==> src/hw/rtl/pbi_pkg.sv <==
// ----------------------------------------------------------------------------
// pbi_pkg
// Shared types, codes and defaults of the policy bytecode interpreter.
// ----------------------------------------------------------------------------
package pbi_pkg;

  localparam int DEF_NUM_PROGRAMS  = 32;
  localparam int DEF_PROGRAM_DEPTH = 256;
  localparam int DEF_STEP_LIMIT    = 1024;
  localparam int QUEUE_DEPTH       = 2;

  localparam int IN_DATA_W  = 96;
  localparam int IN_USER_W  = 2;
  localparam int OUT_DATA_W = 104;
  localparam int INSTR_W    = 36;

  typedef enum logic [1:0] {
    CMD_WRITE  = 2'd0,
    CMD_COMMIT = 2'd1,
    CMD_EXEC   = 2'd2
  } cmd_e;

  typedef enum logic [2:0] {
    K_NOP,
    K_WRITE,
    K_COMMIT,
    K_EXEC,
    K_BADID
  } kind_e;

  typedef enum logic [3:0] {
    OP_NOP        = 4'd0,
    OP_CAP_MATCH  = 4'd1,
    OP_SET_FLAG   = 4'd2,
    OP_CMP_EQ     = 4'd3,
    OP_CMP_LT     = 4'd4,
    OP_CMP_GT     = 4'd5,
    OP_JUMP       = 4'd6,
    OP_JUMP_IF    = 4'd7,
    OP_JUMP_IFN   = 4'd8,
    OP_GRANT      = 4'd9,
    OP_DENY       = 4'd10,
    OP_MARK       = 4'd11,
    OP_HALT       = 4'd12
  } opcode_e;

  typedef enum logic [1:0] {
    V_DENY  = 2'd0,
    V_ALLOW = 2'd1,
    V_ERROR = 2'd2
  } verdict_e;

  typedef enum logic [1:0] {
    S_IDLE,
    S_START,
    S_RUN
  } state_e;

  typedef struct packed {
    kind_e       kind;
    logic [7:0]  idx;
    logic [3:0]  opc;
    logic [31:0] arg;
    logic [8:0]  len;
    logic [5:0]  pid;
    logic [31:0] cap;
  } pbi_item_t;

endpackage

==> src/hw/rtl/pbi_front.sv <==
// ----------------------------------------------------------------------------
// pbi_front
// Input side: takes command transfers, checks index and id, saturates length.
// ----------------------------------------------------------------------------
module pbi_front #(
  parameter int PROGRAM_DEPTH = pbi_pkg::DEF_PROGRAM_DEPTH
) (
  input  logic                           s_axis_tvalid,
  output logic                           s_axis_tready,
  input  logic [pbi_pkg::IN_DATA_W-1:0]  s_axis_tdata,
  input  logic [pbi_pkg::IN_USER_W-1:0]  s_axis_tuser,
  input  logic                           q_full_i,
  output logic                           q_push_o,
  output pbi_pkg::pbi_item_t             q_item_o
);
  import pbi_pkg::*;

  logic [7:0]  idx;
  logic [8:0]  plen;
  logic [5:0]  pid;
  kind_e       kind;

  assign idx  = s_axis_tdata[7:0];
  assign plen = s_axis_tdata[52:44];
  assign pid  = s_axis_tdata[58:53];

  always_comb begin
    unique case (cmd_e'(s_axis_tuser))
      CMD_WRITE:  kind = (32'(idx) < 32'(PROGRAM_DEPTH)) ? K_WRITE : K_NOP;
      CMD_COMMIT: kind = K_COMMIT;
      CMD_EXEC:   kind = (pid == 6'd0) ? K_BADID : K_EXEC;
      default:    kind = K_NOP;
    endcase
  end

  always_comb begin
    q_item_o.kind = kind;
    q_item_o.idx  = idx;
    q_item_o.opc  = s_axis_tdata[11:8];
    q_item_o.arg  = s_axis_tdata[43:12];
    q_item_o.len  = (32'(plen) > 32'(PROGRAM_DEPTH)) ? 9'(PROGRAM_DEPTH) : plen;
    q_item_o.pid  = pid;
    q_item_o.cap  = s_axis_tdata[90:59];
  end

  assign s_axis_tready = !q_full_i;
  assign q_push_o      = s_axis_tvalid && !q_full_i;

endmodule

==> config.mk <==
export PLATFORM = sky130hd
export DESIGN_NAME = pbi_front
export DESIGN_NICKNAME = d
export VERILOG_FILES = /design/src/hw/rtl/pbi_pkg.sv /design/src/hw/rtl/pbi_front.sv
export SDC_FILE = /design/constraint.sdc
export NUM_CORES = 1
export LEC_CHECK = 0
export BUFFER_PORTS_ARGS = -buffer_cell sky130_fd_sc_hd__buf_2
export CORE_MARGIN = 10
export CORE_UTILIZATION = 22
export DETAILED_ROUTE_END_ITERATION = 6
export PLACE_DENSITY = 0.86
export SYNTH_ARGS = -nofsm -noshare
export SYNTH_HDL_FRONTEND = slang
export SYNTH_SLANG_ARGS = --single-unit
==> constraint.sdc <==
create_clock -name vclk -period 0.8
set_input_delay 0.12 -clock vclk [all_inputs]
set_output_delay 0.12 -clock vclk [all_outputs]
set_load 0.1 [all_outputs]
==> results of run 1 <==
[where the power goes]
part / internal [µW] / total (µW) / switching, µW / leakage [µW]
Clock: 0 / 0 / 0 / 0
Sequential: 0 / 0 / 0 / 0
Combinational: 353 / 889 / 536 / 0.000417
[path summary, 6_finish.rpt]
path        startpoint            to  slack, ns  cells past startpoint
min   s_axis_tdata[79]  q_item_o[20]       0.24                      0
max   s_axis_tdata[53]  q_item_o[93]      -0.36                      5
[final cells by class]
cell class / count / area [µm²]
fillers: 311 / 2203
multi-input cells: 16 / 232.7
inverters: 1 / 7.507
repair buffers: 49 / 629.4
well taps: 44 / 55.05
[kinds of logic (layout without fill, tap and decap cells)]
logic type	Yosys count	count (layout)	synth area share, %
buf+inv	84	50	85.27
simple gates	13	13	11.98
compound gates	2	2	1.541
xor+xnor	1	1	1.199
[metal layers]
layer,vias up,wire length (µm),track usage [%]
li1,158,-,-
met1,171,551,4.075
met2,76,872,9.950
met3,44,559,6.221
met4,0,291,8.759
met5,-,0,0
[critical path: cells and delay by family]
| family | cells | cell delay (ns) |
|---|---|---|
| buf+inv | 3 | 0.43 |
| simple gates | 2 | 0.48 |
[timing repair]
item | in CTS | in global routing
endpoints found under the setup margin | 11 | 9
gates cloned | 1 | 0
setup buffers | 3 | 0
pin swaps | 2 | 1
gates resized for setup | 17 | 0
endpoints found under the hold margin | 0 | 0
[cell usage in the layout (no fill, tap or decap), drive strengths merged]
master / synthesis / layout
a21oi: 1 / 1
a31oi: 1 / 1
and4b: 1 / 1
buf: 82 / 49
clkinvlp: 0 / 1
nor2: 1 / 1
nor2b: 9 / 9
nor3: 1 / 1
nor4: 1 / 1
xnor2: 1 / 1
[metrics by stage]
stage / power [µW] / cell area, µm²
after floorplan: 2298 / 860.8
after global placement: 817.9 / 818.3
after detailed placement: 827.2 / 818.3
after CTS: 896.4 / 924.6
after global routing: 912.7 / 924.6
final: 888.8 / 924.6
==> flow_summary.json, run 1 <==
{
  "status": "finished, violations left",
  "failed_checks": "setup timing",
  "place_ws_ns": -0.4310,
  "yosysMostFrequentCell": "buf_4",
  "synthDominantCellAreaShare_pct": 84.25,
  "yosys-top-cells-area": "buf_4, nor2b_1, nor4_2, and4b_1, xnor2_1",
  "coreArea_mm2": 0.003128,
  "fin_util_pct": 29.56,
  "avgSynthCellArea_um2": 7.307,
  "grt_max_degree": 6,
  "overflow": 0,
  "critical-path-slowest-cell": "nor4_4",
  "synth_nets": 200,
  "yosysUniqueCellTypes": 11,
  "drive_above_1_share_pct": 96.97,
  "crit_type": "in2out",
  "drc": 0,
  "ant_nets": 0,
  "hold_class": "in2out",
  "yosys.area.top_type": "buf_4",
  "timing.slew.headroom_pct": 79.26,
  "crit_path_end_kind": "output port",
  "synth_warnings": 0,
  "pin_count": 196,
  "maxCapViolations": 0,
  "netlist_area_um2": 730.7,
  "start_kind": "input pin",
  "place_congestion": 0.7388,
  "drt_iter0_markers": 8,
  "power_density_mw_per_mm2": 961.3,
  "via_count": 449,
  "die_h_um": 77.63,
  "via_per_inst": 4.082,
  "dieArea_mm2": 0.006026,
  "seq_cell_count": 0,
  "routedWlPerCell_um": 20.67,
  "vdd_drop_max_mv": 0.3360,
  "synth.cells.most_frequent": "buf_4, nor2b_1",
  "power_leakage_uw": 0.0004167,
  "crit_required_ns": 0.68,
  "die_w_um": 77.63,
  "cp_cell_sequence": "buf_6, nor4_4, buf_4, and4b_4, buf_12",
  "holdBufCountCts": 0,
  "worst-path-max-fanout": 3,
  "seq_area_um2": 0,
  "ys_seq_area_share_pct": 0,
  "synthCells": 100,
  "setup_tns_ns": -0.9994,
  "fin_nets": 168,
  "fmax_mhz": 861.8,
  "holdWs_ns": 0.2400,
  "diodes": 0,
  "finalHoldViolCount": 0,
  "antenna_found_initial": 0,
  "cp.arrival_ns": 1.04,
  "min_period_over_period_pct": 145.0,
  "grt_pass1_wl_mm": 3.277,
  "grt_pass1_vias": 523,
  "tightest_slew_ns": 0.3087,
  "cpPeakStageDelay_ns": 0.25,
  "nClkBuffers": 0,
  "hpwl_mm": 2.034,
  "syn2layout_area_growth_pct": 26.54,
  "drv_slew": 0,
  "rsz0062_at_grt": "true",
  "dr.pass1.iters": 2,
  "initial_core_util_pct": 23.36,
  "setup_violations": 4,
  "gr-usage-all-layers_pct": 6.646,
  "routed_wl_mm": 2.274,
  "final_cells": 110,
  "dp.cells": 106,
  "rows": 20,
  "period_minus_slack_ns": 1.160,
  "worst_slack_ns": -0.3604,
  "numPortBuffers": 39
}
Note: power is estimated with default switching activity, not from simulation.
==> run 2: changes to the inputs <==
TNS_END_PERCENT = 10   (was unset)
==> flow_summary.json, run 2 (synthesis results as in run 1) <==
{
  "status": "finished, violations left",
  "p_clk_share_pct": 0,
  "fillers": 325,
  "power_leakage_uw": 0.0003606,
  "vdd_drop_max_mv": 0.2704,
  "antenna_found_initial": 0,
  "groute.layer.met2.usage_pct": 8.375,
  "min_period_over_period_pct": 139.1,
  "die_h_um": 77.63,
  "maxCapViolations": 0,
  "rows": 20,
  "seq_power_share_pct": 0,
  "setup_violations": 3,
  "p_switching_uw": 515.2,
  "drt_iter0_markers": 0,
  "finalHoldViolCount": 0,
  "period_minus_slack_ns": 1.113,
  "drive_above_1_share_pct": 93.85,
  "drc": 0,
  "hold_class": "in2out",
  "fmax_mhz": 898.4,
  "top_usage_layer": "met3",
  "fin_util_pct": 26.16,
  "syn2layout_area_growth_pct": 11.99,
  "coreArea_mm2": 0.003128,
  "p_sw_share_pct": 62.58,
  "grt_use_met1_pct": 3.876,
  "start_kind": "input pin",
  "hpwl_mm": 2.081,
  "dr.pass1.iters": 1,
  "nClkBuffers": 0,
  "power_density_mw_per_mm2": 1006,
  "drv_slew": 0,
  "die_w_um": 77.63,
  "grt_pass1_vias": 507,
  "rsz0062_at_grt": "true",
  "routedWlPerCell_um": 20.75,
  "place_congestion": 0.7049,
  "failed_checks": "setup timing",
  "holdBufCountCts": 0,
  "fin_nets": 167,
  "seq_cell_count": 0,
  "pin_count": 196,
  "holdWs_ns": 0.2400,
  "intPower_uw": 308.1,
  "initial_core_util_pct": 23.36,
  "post_cts_buffers": 0,
  "finalPower_uw": 823.3,
  "tightest_slew_ns": 0.3287,
  "diodes": 0,
  "final_cell_mix": "buf_12, buf_2, nor2b_2, buf_4, buf_6",
  "mostFrequentLayoutCell": "buf_12",
  "worst-path-max-fanout": 2,
  "crit_path_end_kind": "output port",
  "via_per_inst": 4.000,
  "crit_required_ns": 0.68,
  "dieArea_mm2": 0.006026,
  "ant_nets": 0,
  "numPortBuffers": 39,
  "seq_area_um2": 0,
  "timing.slew.headroom_pct": 77.92,
  "overflow": 0,
  "worst_slack_ns": -0.3131,
  "grt_max_degree": 10,
  "met3_usage_pct": 8.410,
  "crit_type": "in2out",
  "gr-usage-all-layers_pct": 6.410,
  "power_frac_comb_pct": 100.0,
  "via_count": 436,
  "routed_wl_mm": 2.262,
  "grt_pass1_wl_mm": 3.167,
  "cp.arrival_ns": 0.99
}
==> run 2: cell count changes in the layout (fill, tap and decap cells not counted) <==
cell,before,now
xnor2_4,1,0
nor2b_2,0,9
buf_16,1,0
inv_1,0,1
buf_6,1,2
clkinvlp_4,1,0
nor2b_4,9,0
buf_8,2,0
buf_4,8,9
xnor2_1,0,1
==> run 2: metrics by stage <==
step	TNS (ns)	area [µm²]	setup WS [ns]	std cells
global placement	-1.265	773.2	-0.4638	109
CTS	-1.007	818.3	-0.3515	109
floorplan	-3.289	792.0	-0.3688	100
finish	-0.8928	818.3	-0.3131	109
global route	-1.073	818.3	-0.3724	109
detailed placement	-1.327	773.2	-0.4871	109
==> run 2: power groups by stage <==
| stage | Sequential (µW) | Clock (µW) | Combinational [µW] |
|---|---|---|---|
| global placement | 0 | 0 | 786 |
| detailed placement | 0 | 0 | 793 |
| global route | 0 | 0 | 846 |
| floorplan | 0 | 0 | 2270 |
| finish | 0 | 0 | 823 |
| CTS | 0 | 0 | 832 |
==> run 2: what timing repair did <==
action                                  CTS  global route
endpoints found under the setup margin    5             3
pin swaps                                 3             0
gates resized for setup                  12             0
==> run 2: worst max-delay path, stage by stage <==
cell and delay [ns]:
buf_6 0.10, nor4_4 0.31, and4b_4 0.29, buf_12 0.17
==> run 2: area by class of cell <==
type / count / area, µm² / area share [%]
Timing Repair Buffer: 48 / 590.6 / 72.17
Tap cell: 44 / 55.05 / 6.728
Inverter: 1 / 3.754 / 0.4587
Multi-Input combinational cell: 16 / 168.9 / 20.64
==> run 2: per-layer routing <==
layer / wire length (µm) / part of all wire (%)
met1: 509 / 23
met2: 846 / 37
met3: 653 / 29
met4: 252 / 11
met5: 0 / 0
==> run 2: path summary, 6_finish.rpt <==
| check | startpoint | to | cells after the start |
|---|---|---|---|
| worst max-delay path | s_axis_tdata[56] | q_item_o[93] | 4 |
| worst min-delay path | s_axis_tdata[90] | q_item_o[31] | 0 |
==> run 3: changes to the inputs <==
MAX_ROUTING_LAYER = met4   (was unset)
==> flow_summary.json, run 3 (synthesis results as in run 1) <==
{
  "seq_power_share_pct": 0,
  "power_leakage_uw": 0.0003606,
  "whs_endpoint": "q_item_o[31]",
  "pin_count": 196,
  "wl_met2_um": 846,
  "rsz0062_at_grt": "true",
  "finalHoldViolCount": 0,
  "top_layer": "met4",
  "min_period_over_period_pct": 139.2,
  "start_kind": "input pin",
  "power_frac_comb_pct": 100.0,
  "seq_area_um2": 0,
  "via_per_inst": 4.055,
  "fmax_mhz": 898.2,
  "rows": 20,
  "ant_nets": 0,
  "timing.slew.headroom_pct": 77.92,
  "p_clk_share_pct": 0,
  "place_congestion": 0.7127,
  "syn2layout_area_growth_pct": 11.99,
  "cp.arrival_ns": 0.99,
  "drive_above_1_share_pct": 93.85,
  "grt_pass1_vias": 506,
  "fin_util_pct": 26.16,
  "min_path_cells": 0,
  "post_cts_buffers": 0,
  "tightest_slew_ns": 0.3287,
  "overflow": 0,
  "p_switching_uw": 515.5,
  "mostFrequentLayoutCell": "buf_12",
  "initial_core_util_pct": 23.36,
  "drv_slew": 0,
  "fin_nets": 167,
  "status": "finished, violations left",
  "p_sw_share_pct": 62.59,
  "antenna_found_initial": 0,
  "vdd_drop_max_mv": 0.2706,
  "dp.cells": 109,
  "hold_class": "in2out",
  "diodes": 0,
  "crit_path_end_kind": "output port",
  "nClkBuffers": 0,
  "seq_cell_count": 0,
  "hp-start": "s_axis_tdata[90]",
  "worst_slack_ns": -0.3134,
  "drc": 0,
  "drt_iter0_markers": 0,
  "numPortBuffers": 39,
  "dieArea_mm2": 0.006026,
  "routed_wl_mm": 2.270,
  "intPower_uw": 308.1,
  "coreArea_mm2": 0.003128,
  "gr-usage-all-layers_pct": 6.595,
  "grt_max_degree": 10,
  "wl_met3_um": 699,
  "final_cells": 109,
  "crit_required_ns": 0.68,
  "via_count": 442,
  "maxCapViolations": 0,
  "period_minus_slack_ns": 1.113,
  "routedWlPerCell_um": 20.83,
  "die_h_um": 77.63,
  "dr.pass1.iters": 1,
  "final_cell_mix": "buf_12, buf_2, nor2b_2, buf_4, buf_6",
  "setup_violations": 3,
  "failed_checks": "setup timing",
  "worst-path-max-fanout": 2,
  "wl_met1_um": 474,
  "grt_pass1_wl_mm": 3.174,
  "die_w_um": 77.63,
  "crit_type": "in2out",
  "holdBufCountCts": 0,
  "hpwl_mm": 2.081,
  "power_density_mw_per_mm2": 1006
}
-- run 3: cell counts in the layout (fill, tap and decap cells not counted) --
No cell type changed its count.
-- run 3: worst max-delay path by stage --
stage | from | depth (start not counted) | slack (ns) | end
after floorplan | s_axis_tdata[54] | 2 | -0.37 | q_item_o[93]
after global placement | s_axis_tdata[54] | 5 | -0.46 | q_item_o[91]
after detailed placement | s_axis_tdata[54] | 5 | -0.49 | q_item_o[91]
after CTS | s_axis_tdata[56] | 4 | -0.35 | q_item_o[93]
after global routing | s_axis_tdata[56] | 4 | -0.37 | q_item_o[93]
final | s_axis_tdata[56] | 4 | -0.31 | q_item_o[93]
-- run 3: layout make-up --
| class | instances | area, µm² |
|---|---|---|
| fillers | 325 | 2310 |
| repair buffers | 48 | 590.6 |
| multi-input cells | 16 | 168.9 |
| well taps | 44 | 55.05 |
| inverters | 1 | 3.754 |
-- run 3: power groups by stage --
stage	registers [µW]	clock network, µW	logic (µW)
after CTS	0	0	832
after detailed placement	0	0	793
after global placement	0	0	786
after global routing	0	0	846
after floorplan	0	0	2270
final	0	0	824
-- run 3: timing repair --
item                                    in CTS  in global routing
pin swaps                                    3                  0
resized for setup                           12                  0
endpoints found under the setup margin       5                  3
-- run 3: metrics by stage --
stage / power [µW] / cell area, µm² / setup TNS [ns] / worst slack (ns) / hold WS, ns
2_1_floorplan: 2268 / 792.0 / -3.289 / -0.3688 / 0.3399
3_3_place_gp: 786.2 / 773.2 / -1.265 / -0.4638 / 0.2407
3_5_place_dp: 793.2 / 773.2 / -1.327 / -0.4871 / 0.2407
4_1_cts: 831.7 / 818.3 / -1.007 / -0.3515 / 0.2407
5_1_grt: 846.2 / 818.3 / -1.073 / -0.3724 / 0.2401
6_report: 823.6 / 818.3 / -0.8935 / -0.3134 / 0.2400
-- run 3: worst max-delay path: stages --
cell	delay, ns
buf_6	0.10
nor4_4	0.31
and4b_4	0.29
buf_12	0.17
-- run 3: metal layers --
layer / GRT usage (%) / vias up
li1: - / 155
met4: 7.482 / 0
met3: 8.986 / 46
met1: 3.553 / 160
met2: 8.375 / 81
met5: - / -
