<file path="config.mk">
export PLATFORM = sky130hd
export DESIGN_NAME = pbi_queue
export DESIGN_NICKNAME = d
export VERILOG_FILES = /design/src/hw/rtl/pbi_pkg.sv /design/src/hw/rtl/pbi_queue.sv
export SDC_FILE = /design/constraint.sdc
export NUM_CORES = 1
export LEC_CHECK = 0
export ABC_AREA = 1
export BUFFER_PORTS_ARGS = -buffer_cell sky130_fd_sc_hd__clkbuf_2
export CAP_MARGIN = 20
export CORE_MARGIN = 1
export CORE_UTILIZATION = 45
export DETAILED_ROUTE_END_ITERATION = 16
export PLACE_DENSITY = 0.71
export RECOVER_POWER = 50
export SYNTH_ARGS = -nofsm -noshare
export SYNTH_HDL_FRONTEND = slang
export SYNTH_SLANG_ARGS = --single-unit
</file>
<file path="constraint.sdc">
create_clock -name clk_i -period 5.7 [get_ports clk_i]
set_clock_uncertainty 0.1 [all_clocks]
set_input_delay 1.425 -clock clk_i [delete_from_list [all_inputs] [get_ports clk_i]]
set_output_delay 1.425 -clock clk_i [all_outputs]
set_load 0.02 [all_outputs]
</file>
<file path="src/hw/rtl/pbi_pkg.sv">
// ----------------------------------------------------------------------------
// pbi_pkg
// Shared types, codes and defaults of the policy bytecode interpreter.
// ----------------------------------------------------------------------------
package pbi_pkg;

  localparam int DEF_NUM_PROGRAMS  = 32;
  localparam int DEF_PROGRAM_DEPTH = 256;
  localparam int DEF_STEP_LIMIT    = 1024;
  localparam int QUEUE_DEPTH       = 2;

  localparam int IN_DATA_W  = 96;
  localparam int IN_USER_W  = 2;
  localparam int OUT_DATA_W = 104;
  localparam int INSTR_W    = 36;

  typedef enum logic [1:0] {
    CMD_WRITE  = 2'd0,
    CMD_COMMIT = 2'd1,
    CMD_EXEC   = 2'd2
  } cmd_e;

  typedef enum logic [2:0] {
    K_NOP,
    K_WRITE,
    K_COMMIT,
    K_EXEC,
    K_BADID
  } kind_e;

  typedef enum logic [3:0] {
    OP_NOP        = 4'd0,
    OP_CAP_MATCH  = 4'd1,
    OP_SET_FLAG   = 4'd2,
    OP_CMP_EQ     = 4'd3,
    OP_CMP_LT     = 4'd4,
    OP_CMP_GT     = 4'd5,
    OP_JUMP       = 4'd6,
    OP_JUMP_IF    = 4'd7,
    OP_JUMP_IFN   = 4'd8,
    OP_GRANT      = 4'd9,
    OP_DENY       = 4'd10,
    OP_MARK       = 4'd11,
    OP_HALT       = 4'd12
  } opcode_e;

  typedef enum logic [1:0] {
    V_DENY  = 2'd0,
    V_ALLOW = 2'd1,
    V_ERROR = 2'd2
  } verdict_e;

  typedef enum logic [1:0] {
    S_IDLE,
    S_START,
    S_RUN
  } state_e;

  typedef struct packed {
    kind_e       kind;
    logic [7:0]  idx;
    logic [3:0]  opc;
    logic [31:0] arg;
    logic [8:0]  len;
    logic [5:0]  pid;
    logic [31:0] cap;
  } pbi_item_t;

endpackage

</file>
<file path="src/hw/rtl/pbi_queue.sv">
// ----------------------------------------------------------------------------
// pbi_queue
// Short command queue between the input side and the execution engine.
// ----------------------------------------------------------------------------
module pbi_queue #(
  parameter int QDEPTH = pbi_pkg::QUEUE_DEPTH
) (
  input  logic               clk_i,
  input  logic               rst_ni,
  input  logic               push_i,
  input  pbi_pkg::pbi_item_t item_i,
  output logic               full_o,
  input  logic               pop_i,
  output logic               valid_o,
  output pbi_pkg::pbi_item_t item_o
);
  import pbi_pkg::*;

  localparam int PTR_W = (QDEPTH > 1) ? $clog2(QDEPTH) : 1;
  localparam int CNT_W = $clog2(QDEPTH + 1);

  pbi_item_t         slots_q [QDEPTH];
  logic [PTR_W-1:0]  wr_ptr_q, wr_ptr_d;
  logic [PTR_W-1:0]  rd_ptr_q, rd_ptr_d;
  logic [CNT_W-1:0]  count_q, count_d;
  logic              do_push, do_pop;

  assign full_o  = (count_q == CNT_W'(QDEPTH));
  assign valid_o = (count_q != '0);
  assign item_o  = slots_q[rd_ptr_q];
  assign do_push = push_i && !full_o;
  assign do_pop  = pop_i && valid_o;

  always_comb begin
    wr_ptr_d = wr_ptr_q;
    rd_ptr_d = rd_ptr_q;
    count_d  = count_q;
    if (do_push) begin
      wr_ptr_d = (wr_ptr_q == PTR_W'(QDEPTH - 1)) ? '0 : wr_ptr_q + PTR_W'(1);
    end
    if (do_pop) begin
      rd_ptr_d = (rd_ptr_q == PTR_W'(QDEPTH - 1)) ? '0 : rd_ptr_q + PTR_W'(1);
    end
    if (do_push && !do_pop) begin
      count_d = count_q + CNT_W'(1);
    end else if (do_pop && !do_push) begin
      count_d = count_q - CNT_W'(1);
    end
  end

  always_ff @(posedge clk_i or negedge rst_ni) begin
    if (!rst_ni) begin
      wr_ptr_q <= '0;
      rd_ptr_q <= '0;
      count_q  <= '0;
    end else begin
      wr_ptr_q <= wr_ptr_d;
      rd_ptr_q <= rd_ptr_d;
      count_q  <= count_d;
    end
  end

  always_ff @(posedge clk_i) begin
    if (do_push) begin
      slots_q[wr_ptr_q] <= item_i;
    end
  end

endmodule

</file>
==> results of run 1 <==
-- cell type report --
cell class                 count  area (sq um)  share of cell area
clock buffer                  18         429.2             0.04948
clock inverter                12         121.4             0.01399
inverter                       8         33.78            0.003895
multi-input combinational    302          1154              0.1330
sequential                   192          5749              0.6629
tap                          211         264.0             0.03044
timing repair buffer         198         922.1              0.1063
-- per-stage QoR --
stage / utilization / worst slack (ps)
after detailed placement: 0.5390 / 2216
after CTS: 0.5751 / 1781
final: 0.5684 / 1279
after floorplan: - / 1178
after global placement: 0.5390 / 2266
after global routing: 0.5684 / 1054
-- critical path, cell delays in order --
cell and delay (ps):
sky130_fd_sc_hd__clkbuf_2 90, sky130_fd_sc_hd__o21ai_0 110, sky130_fd_sc_hd__nor2_1 2170, sky130_fd_sc_hd__buf_4 600
-- per-layer routing --
layer / global-route usage / part of all wire / up-vias / routed length [um]
met2: 0.3028 / 0.51 / 138 / 7108
met1: 0.2012 / 0.41 / 2055 / 5733
met4: 0.07143 / 0.017 / 0 / 234
li1: - / - / 2150 / -
met5: 0 / 0 / - / 0
met3: 0.04858 / 0.058 / 17 / 807
-- path summary, 6_finish.rpt --
check                           start        endpoint  depth (start not counted)
hold / removal             count_q[1]      count_q[1]                          2
max in group asynchronous      rst_ni        rd_ptr_q                          1
setup / recovery               push_i  slots_q[1][20]                          4
min in group asynchronous      rst_ni        wr_ptr_q                          1
setup reg to reg           count_q[1]  slots_q[1][20]                          4
hold reg to reg            count_q[1]      count_q[1]                          2
-- cell usage after synthesis --
| library cell | count | area share |
|---|---|---|
| sky130_fd_sc_hd__dfrtp_1 | 4 | 0.014 |
| sky130_fd_sc_hd__inv_1 | 7 | 0.0037 |
| sky130_fd_sc_hd__xnor2_1 | 1 | 0.0012 |
| sky130_fd_sc_hd__o21ai_0 | 1 | 0.00071 |
| sky130_fd_sc_hd__buf_2 | 14 | 0.0099 |
| sky130_fd_sc_hd__buf_6 | 7 | 0.011 |
| sky130_fd_sc_hd__ha_1 | 1 | 0.0018 |
| sky130_fd_sc_hd__edfxtp_1 | 188 | 0.80 |
| sky130_fd_sc_hd__nand2_1 | 293 | 0.16 |
| sky130_fd_sc_hd__nand3_1 | 2 | 0.0014 |
| sky130_fd_sc_hd__inv_2 | 1 | 0.00053 |
| sky130_fd_sc_hd__nand4_1 | 1 | 0.00088 |
| sky130_fd_sc_hd__nor2_1 | 3 | 0.0016 |
-- cells by family after synthesis --
kind of cell	Yosys count	share of synthesized area
buf+inv	29	0.02528
fa+ha+maj	1	0.001767
xor+xnor	1	0.001238
compound gates	1	0.0007064
simple gates	299	0.1593
flops	192	0.8117
-- state kept, by name (all words and copies together), names as in the netlist --
name,flops
wr_ptr_q,1
count_q,2
rd_ptr_q,1
slots_q,188
-- power by group through the flow --
stage | clock, mW | sequential, mW | combinational, mW
after detailed placement | 0 | 2.03 | 1.72
final | 1.11 | 2.00 | 1.68
after global placement | 0 | 2.02 | 1.69
after global routing | 1.20 | 2.03 | 1.84
after CTS | 1.14 | 2.00 | 1.73
after floorplan | 0 | 2.03 | 1.16
==> out/results.txt, run 1 <==
Placer's final routability congestion estimate -> 0.7404
Final setup TNS -> 0 ps
Design internal power -> 3.010 mW
Clock network fraction of total power -> 0.232
Warnings, synthesis -> 0
Pleak -> 3.585 nW
Relative max-transition margin -> -0.9674
Critical Setup Path Class -> in2reg
Top fanout value on the critical path -> 32
NetSw -> 1.788 mW
Capturing element type of the critical path -> flip-flop
Final Hold Vio Count -> 0
Layout Cells excl Fill -> 941
PortBufs -> 193
Die ar. -> 0.01623 sq mm
Post-route standard cell area excluding fillers -> 0.008673 sq mm
Half-perimeter wire length after detailed placement -> 8.817 mm
DRT iter0 DRCs -> 289
Initial antenna violation count -> 0
Proportion of synthesized chip area in sequential cells -> 0.8117
PostCTS Resize Cnt -> 0
Post-CTS Setup Inserts -> 0
Clock root buffer -> sky130_fd_sc_hd__clkbuf_16
Final cycle utilization of the critical path -> 0.7757
Hold-fix buffers at CTS -> 0
Clock input transition at the sequential cells of the worst setup and hold paths -> 60 ps
Insertion delay of the later-clocked pin in the worst-skew pair -> 410 ps
Pin count of the biggest net entering global routing -> 96
Post-Route Hold Slack -> 373.7 ps
Commonest non-fill, non-tap cell in the layout -> sky130_fd_sc_hd__nand2_1
Number of clock sinks -> 192
# diodes -> 0
Power per cell area -> 553.2 mW/mm^2
Violations in the final reports -> max-capacitance violations, max-slew violations
Gate Count Post-Synth -> 523
Internal reg-to-reg setup slack -> 1870 ps
Maxcap violations -> 1
GR Util All Layers -> 0.1734
Number of iterations in the first detailed-routing pass -> 4
Number of nets at the end of the flow -> 818
Relative contribution of sequential cells to total power -> 0.418
Number of design rule violations left after detail routing -> 0
Worst IR drop on VDD -> 0.2941 mV
Area delta synth->final -> 22.54%
Final wirelength -> 13.88 mm
Max Root-Sink Buffers -> 2
Switching share of power -> 0.3727
Total congestion overflow after global routing -> 0
Number of global-route vias before repair -> 4351
Number of levels in the clock H-tree -> 4
Status -> finished with violations
Required time of the worst setup path -> 5680 ps
Max-slew violations -> 32
Synthesized netlist net count -> 622
Cell Area, Synth -> 0.007078 sq mm
Placed cell count -> 911
Seq cells post-synth -> 192
Die extent in y -> 127.4 um
Transition time of the tightest slew-check pin -> 2940 ps
Leading cell types in the layout, fill and taps excluded -> sky130_fd_sc_hd__nand2_1 (293), sky130_fd_sc_hd__edfxtp_1 (188), sky130_fd_sc_hd__clkbuf_2 (118), sky130_fd_sc_hd__clkbuf_1 (76), sky130_fd_sc_hd__clkbuf_16 (17)
Placement-stage cell area -> 0.008224 sq mm
Core Box Area -> 0.01526 sq mm
Die boundary width -> 127.4 um
Mean area per synthesized cell -> 13.53 sq um
Arrival time reported for the critical path endpoint -> 4400 ps
Vias per cell -> 4.633
Routed WL per cell -> 14.75 um
Number of top-level pins -> 194
Final setup violation count -> 0
# rows -> 45
Peak clock frequency supported by timing -> 0.2262 GHz
Time the worst path needs with I/O delays and setup -> 4421 ps
Effective utilization at floorplan -> 0.4639
Type of origin of the critical path -> input port
Number of library cell types mapped by synthesis -> 13
Hold Crit Class -> reg2reg
Clock tree from TritonCTS -> done
Unrepaired setup endpoints after global routing -> false
Via total after detailed routing -> 4360
Sum of internal, switching and leakage power -> 4.798 mW
Layout cells sized above 1 -> 0.2096
Number of clock buffers inserted by TritonCTS -> 17
Layout fillers -> 1292
Antenna violation net count after detailed routing -> 0
Wire length of the first global-routing pass -> 21.16 mm
Relative contribution of combinational cells to total power -> 0.350
(Power assumes the default switching activity.)
==> run 2: changes to the inputs <==
- ABC_AREA: 1 -> 0
- clock period: 5.7 -> 4.5 ns (I/O delays scaled with it)
==> out/results.txt, run 2 <==
Status -> finished with violations
Violations in the final reports -> max-capacitance violations, max-slew violations
Biggest area contributors in the synthesized netlist -> sky130_fd_sc_hd__edfxtp_1 (78%), sky130_fd_sc_hd__mux2_4 (10%), sky130_fd_sc_hd__mux2_2 (6.9%), sky130_fd_sc_hd__dfrtp_1 (1.4%), sky130_fd_sc_hd__buf_6 (0.94%)
Most numerous cell types in the synthesized netlist -> sky130_fd_sc_hd__edfxtp_1 (188), sky130_fd_sc_hd__mux2_4 (50), sky130_fd_sc_hd__mux2_2 (44)
Gate Count Post-Synth -> 312 (-40%)
Maxcap violations -> 2 (+1)
Final wirelength -> 12.39 mm (-11%)
Vias per cell -> 4.767 (+2.9%)
Routed WL per cell -> 16.69 um (+13%)
Effective utilization at floorplan -> 0.4662 (+0.002301)
Final cycle utilization of the critical path -> 0.7513
Pleak -> 3.348 nW (-6.6%)
Number of clock buffers inserted by TritonCTS -> 17 (unchanged)
Type of origin of the critical path -> input port
Leading cell types in the layout, fill and taps excluded -> sky130_fd_sc_hd__edfxtp_1 (188), sky130_fd_sc_hd__clkbuf_2 (128), sky130_fd_sc_hd__clkbuf_1 (70), sky130_fd_sc_hd__mux2_4 (50), sky130_fd_sc_hd__mux2_2 (44)
Sequential cell area -> 0.005749 sq mm (unchanged)
Critical path's top delay family -> buffers and inverters
Number of nets at the end of the flow -> 617 (-25%)
Final setup TNS -> 0 ps (unchanged)
Arrival time reported for the critical path endpoint -> 3270 ps (-1130 ps)
Peak clock frequency supported by timing -> 0.2958 GHz
Capturing element type of the critical path -> flip-flop
Worst IR drop on VDD -> 0.2915 mV (-0.88%)
Placed cell count -> 710 (-22%)
PortBufs -> 193 (unchanged)
Placer's final routability congestion estimate -> 0.6806 (-8.1%)
Count of buffering cells on the critical path with inverters included -> 2 (unchanged)
Pin count of the biggest net entering global routing -> 53 (-45%)
Post-CTS Setup Inserts -> 0 (unchanged)
Total congestion overflow after global routing -> 0 (unchanged)
Time the worst path needs with I/O delays and setup -> 3381 ps
Initial antenna violation count -> 0 (unchanged)
Util after Layout -> 0.5762 (+0.007726)
Die ar. -> 0.01649 sq mm (+1.6%)
Multi-input logic area -> 0.001344 sq mm (+16%)
Cell repeated most along the worst path -> sky130_fd_sc_hd__clkbuf_1
Cell Area, Synth -> 0.007192 sq mm (+1.6%)
Largest regs -> slots_q x188, count_q x2
Die boundary width -> 128.4 um (+0.79%)
Mean area per synthesized cell -> 23.05 sq um (+70%)
Via total after detailed routing -> 3537 (-19%)
Flip-flop count of the largest register, all copies and words added -> 188 (unchanged)
# diodes -> 0 (unchanged)
Insertion delay of the later-clocked pin in the worst-skew pair -> 420 ps (about the same)
Warnings, synthesis -> 0 (unchanged)
Number of global-route vias before repair -> 3577 (-18%)
Max Root-Sink Buffers -> 2 (unchanged)
Top fanout value on the critical path -> 43 (+34%)
Clock root buffer -> sky130_fd_sc_hd__clkbuf_16
Seq cells post-synth -> 192 (unchanged)
Number of design rule violations left after detail routing -> 0 (unchanged)
Number of clock sinks -> 192 (unchanged)
GR Util All Layers -> 0.1524 (-0.02096)
Number of flops mapped to enable cells by yosys -> 188 (unchanged)
Top register by number of flip-flops -> slots_q
Number of top-level pins -> 194 (unchanged)
Critical Setup Path Class -> in2reg
Max-slew violations -> 87 (+170%)
Area leader, netlist -> sky130_fd_sc_hd__edfxtp_1
Hold Crit Class -> reg2reg
Transition time of the tightest slew-check pin -> 2509 ps (-431.0 ps)
Wire length of the first global-routing pass -> 18.35 mm (-13%)
Post-Route Hold Slack -> 404.1 ps (+30.40 ps)
Relative max-transition margin -> -0.6728 (+0.2946)
PostCTS Resize Cnt -> 0 (unchanged)
Commonest non-fill, non-tap cell in the layout -> sky130_fd_sc_hd__edfxtp_1
Layout fillers -> 1252 (-3.1%)
Die extent in y -> 128.4 um (+0.79%)
Power per cell area -> 690.5 mW/mm^2 (+25%)
Half-perimeter wire length after detailed placement -> 8.098 mm (-8.2%)
Layout cells sized above 1 -> 0.4802 (+0.2706)
Synthesized netlist net count -> 411 (-34%)
Clock tree from TritonCTS -> done
Hold-fix buffers at CTS -> 0 (unchanged)
Number of library cell types mapped by synthesis -> 16 (+3)
Proportion of synthesized chip area in sequential cells -> 0.7989 (-0.01285)
Number of iterations in the first detailed-routing pass -> 4 (unchanged)
Synth top area share -> 0.7850 (-0.01263)
Slowest stage cell on the critical path -> sky130_fd_sc_hd__clkbuf_1
DRT iter0 DRCs -> 202 (-30%)
Share of flip-flops with an asynchronous set or reset -> 0.02083 (unchanged)
Worst stage delay on the critical path -> 1790 ps (-380 ps)
List of cells traversed by the critical path -> clkbuf_1, nand2_1, nor2_4, clkbuf_1
Clock input transition at the sequential cells of the worst setup and hold paths -> 60 ps (about the same)
Required time of the worst setup path -> 4380 ps (-1300 ps)
Area delta synth->final -> 23.59%
Most repeated cell in the gate-level netlist after synthesis -> sky130_fd_sc_hd__edfxtp_1
Unrepaired setup endpoints after global routing -> false
Final Hold Vio Count -> 0 (unchanged)
Antenna violation net count after detailed routing -> 0 (unchanged)
Number of levels in the clock H-tree -> 4 (unchanged)
Final setup violation count -> 0 (unchanged)
Flip-flop cell with the highest count after synthesis -> sky130_fd_sc_hd__edfxtp_1
Core Box Area -> 0.01543 sq mm (+1.1%)
# rows -> 45 (unchanged)
Layout Cells excl Fill -> 742 (-21%)
==> run 2: worst paths after layout <==
kind	from	end	slack (ps)	depth (start not counted)
setup / recovery	push_i	slots_q[0][67]	1120	4
hold / removal	count_q[1]	count_q[1]	400	1
setup reg to reg	count_q[0]	slots_q[0][67]	1350	4
hold reg to reg	count_q[1]	count_q[1]	400	1
max in group asynchronous	rst_ni	rd_ptr_q	3660	1
min in group asynchronous	rst_ni	rd_ptr_q	430	1
==> run 2: per-stage QoR <==
step | power, mW | setup slack, ps | area (sq um)
final | 6.138 | 1119 | 8889
after detailed placement | 4.743 | 1592 | 8398
after global routing | 6.420 | 838.9 | 8889
after CTS | 6.220 | 1135 | 8979
after floorplan | 4.170 | 305.3 | 7194
after global placement | 4.695 | 1641 | 8398
==> run 2: routing by layer <==
metal / track usage / vias up / routed length [um]
met2: 0.2528 / 148 / 6144
met1: 0.1804 / 1725 / 5076
met3: 0.05322 / 14 / 995
li1: - / 1650 / -
met5: 0 / - / 0
met4: 0.06644 / 0 / 170
==> run 2: power by group <==
part / switching (mW) / total, mW / internal, mW
sequential: 0.139 / 2.60 / 2.46
combinational: 1.20 / 2.07 / 0.863
clock: 0.599 / 1.47 / 0.870
==> run 2: cells by family after synthesis <==
logic type,synth area share
flip-flops,0.7989
multiplexers,0.1733
buffers and inverters,0.01531
AND/OR/NAND/NOR,0.004700
XOR/XNOR,0.006090
adder cells (fa/ha/maj),0.001739
==> run 2: layout make-up <==
cell class	instances	area share
flip-flops and latches	192	0.6468
multi-input cells	107	0.1512
repair buffers	198	0.1061
clock buffers	21	0.04955
well taps	211	0.02970
clock inverters	11	0.01577
inverters	2	0.0008446
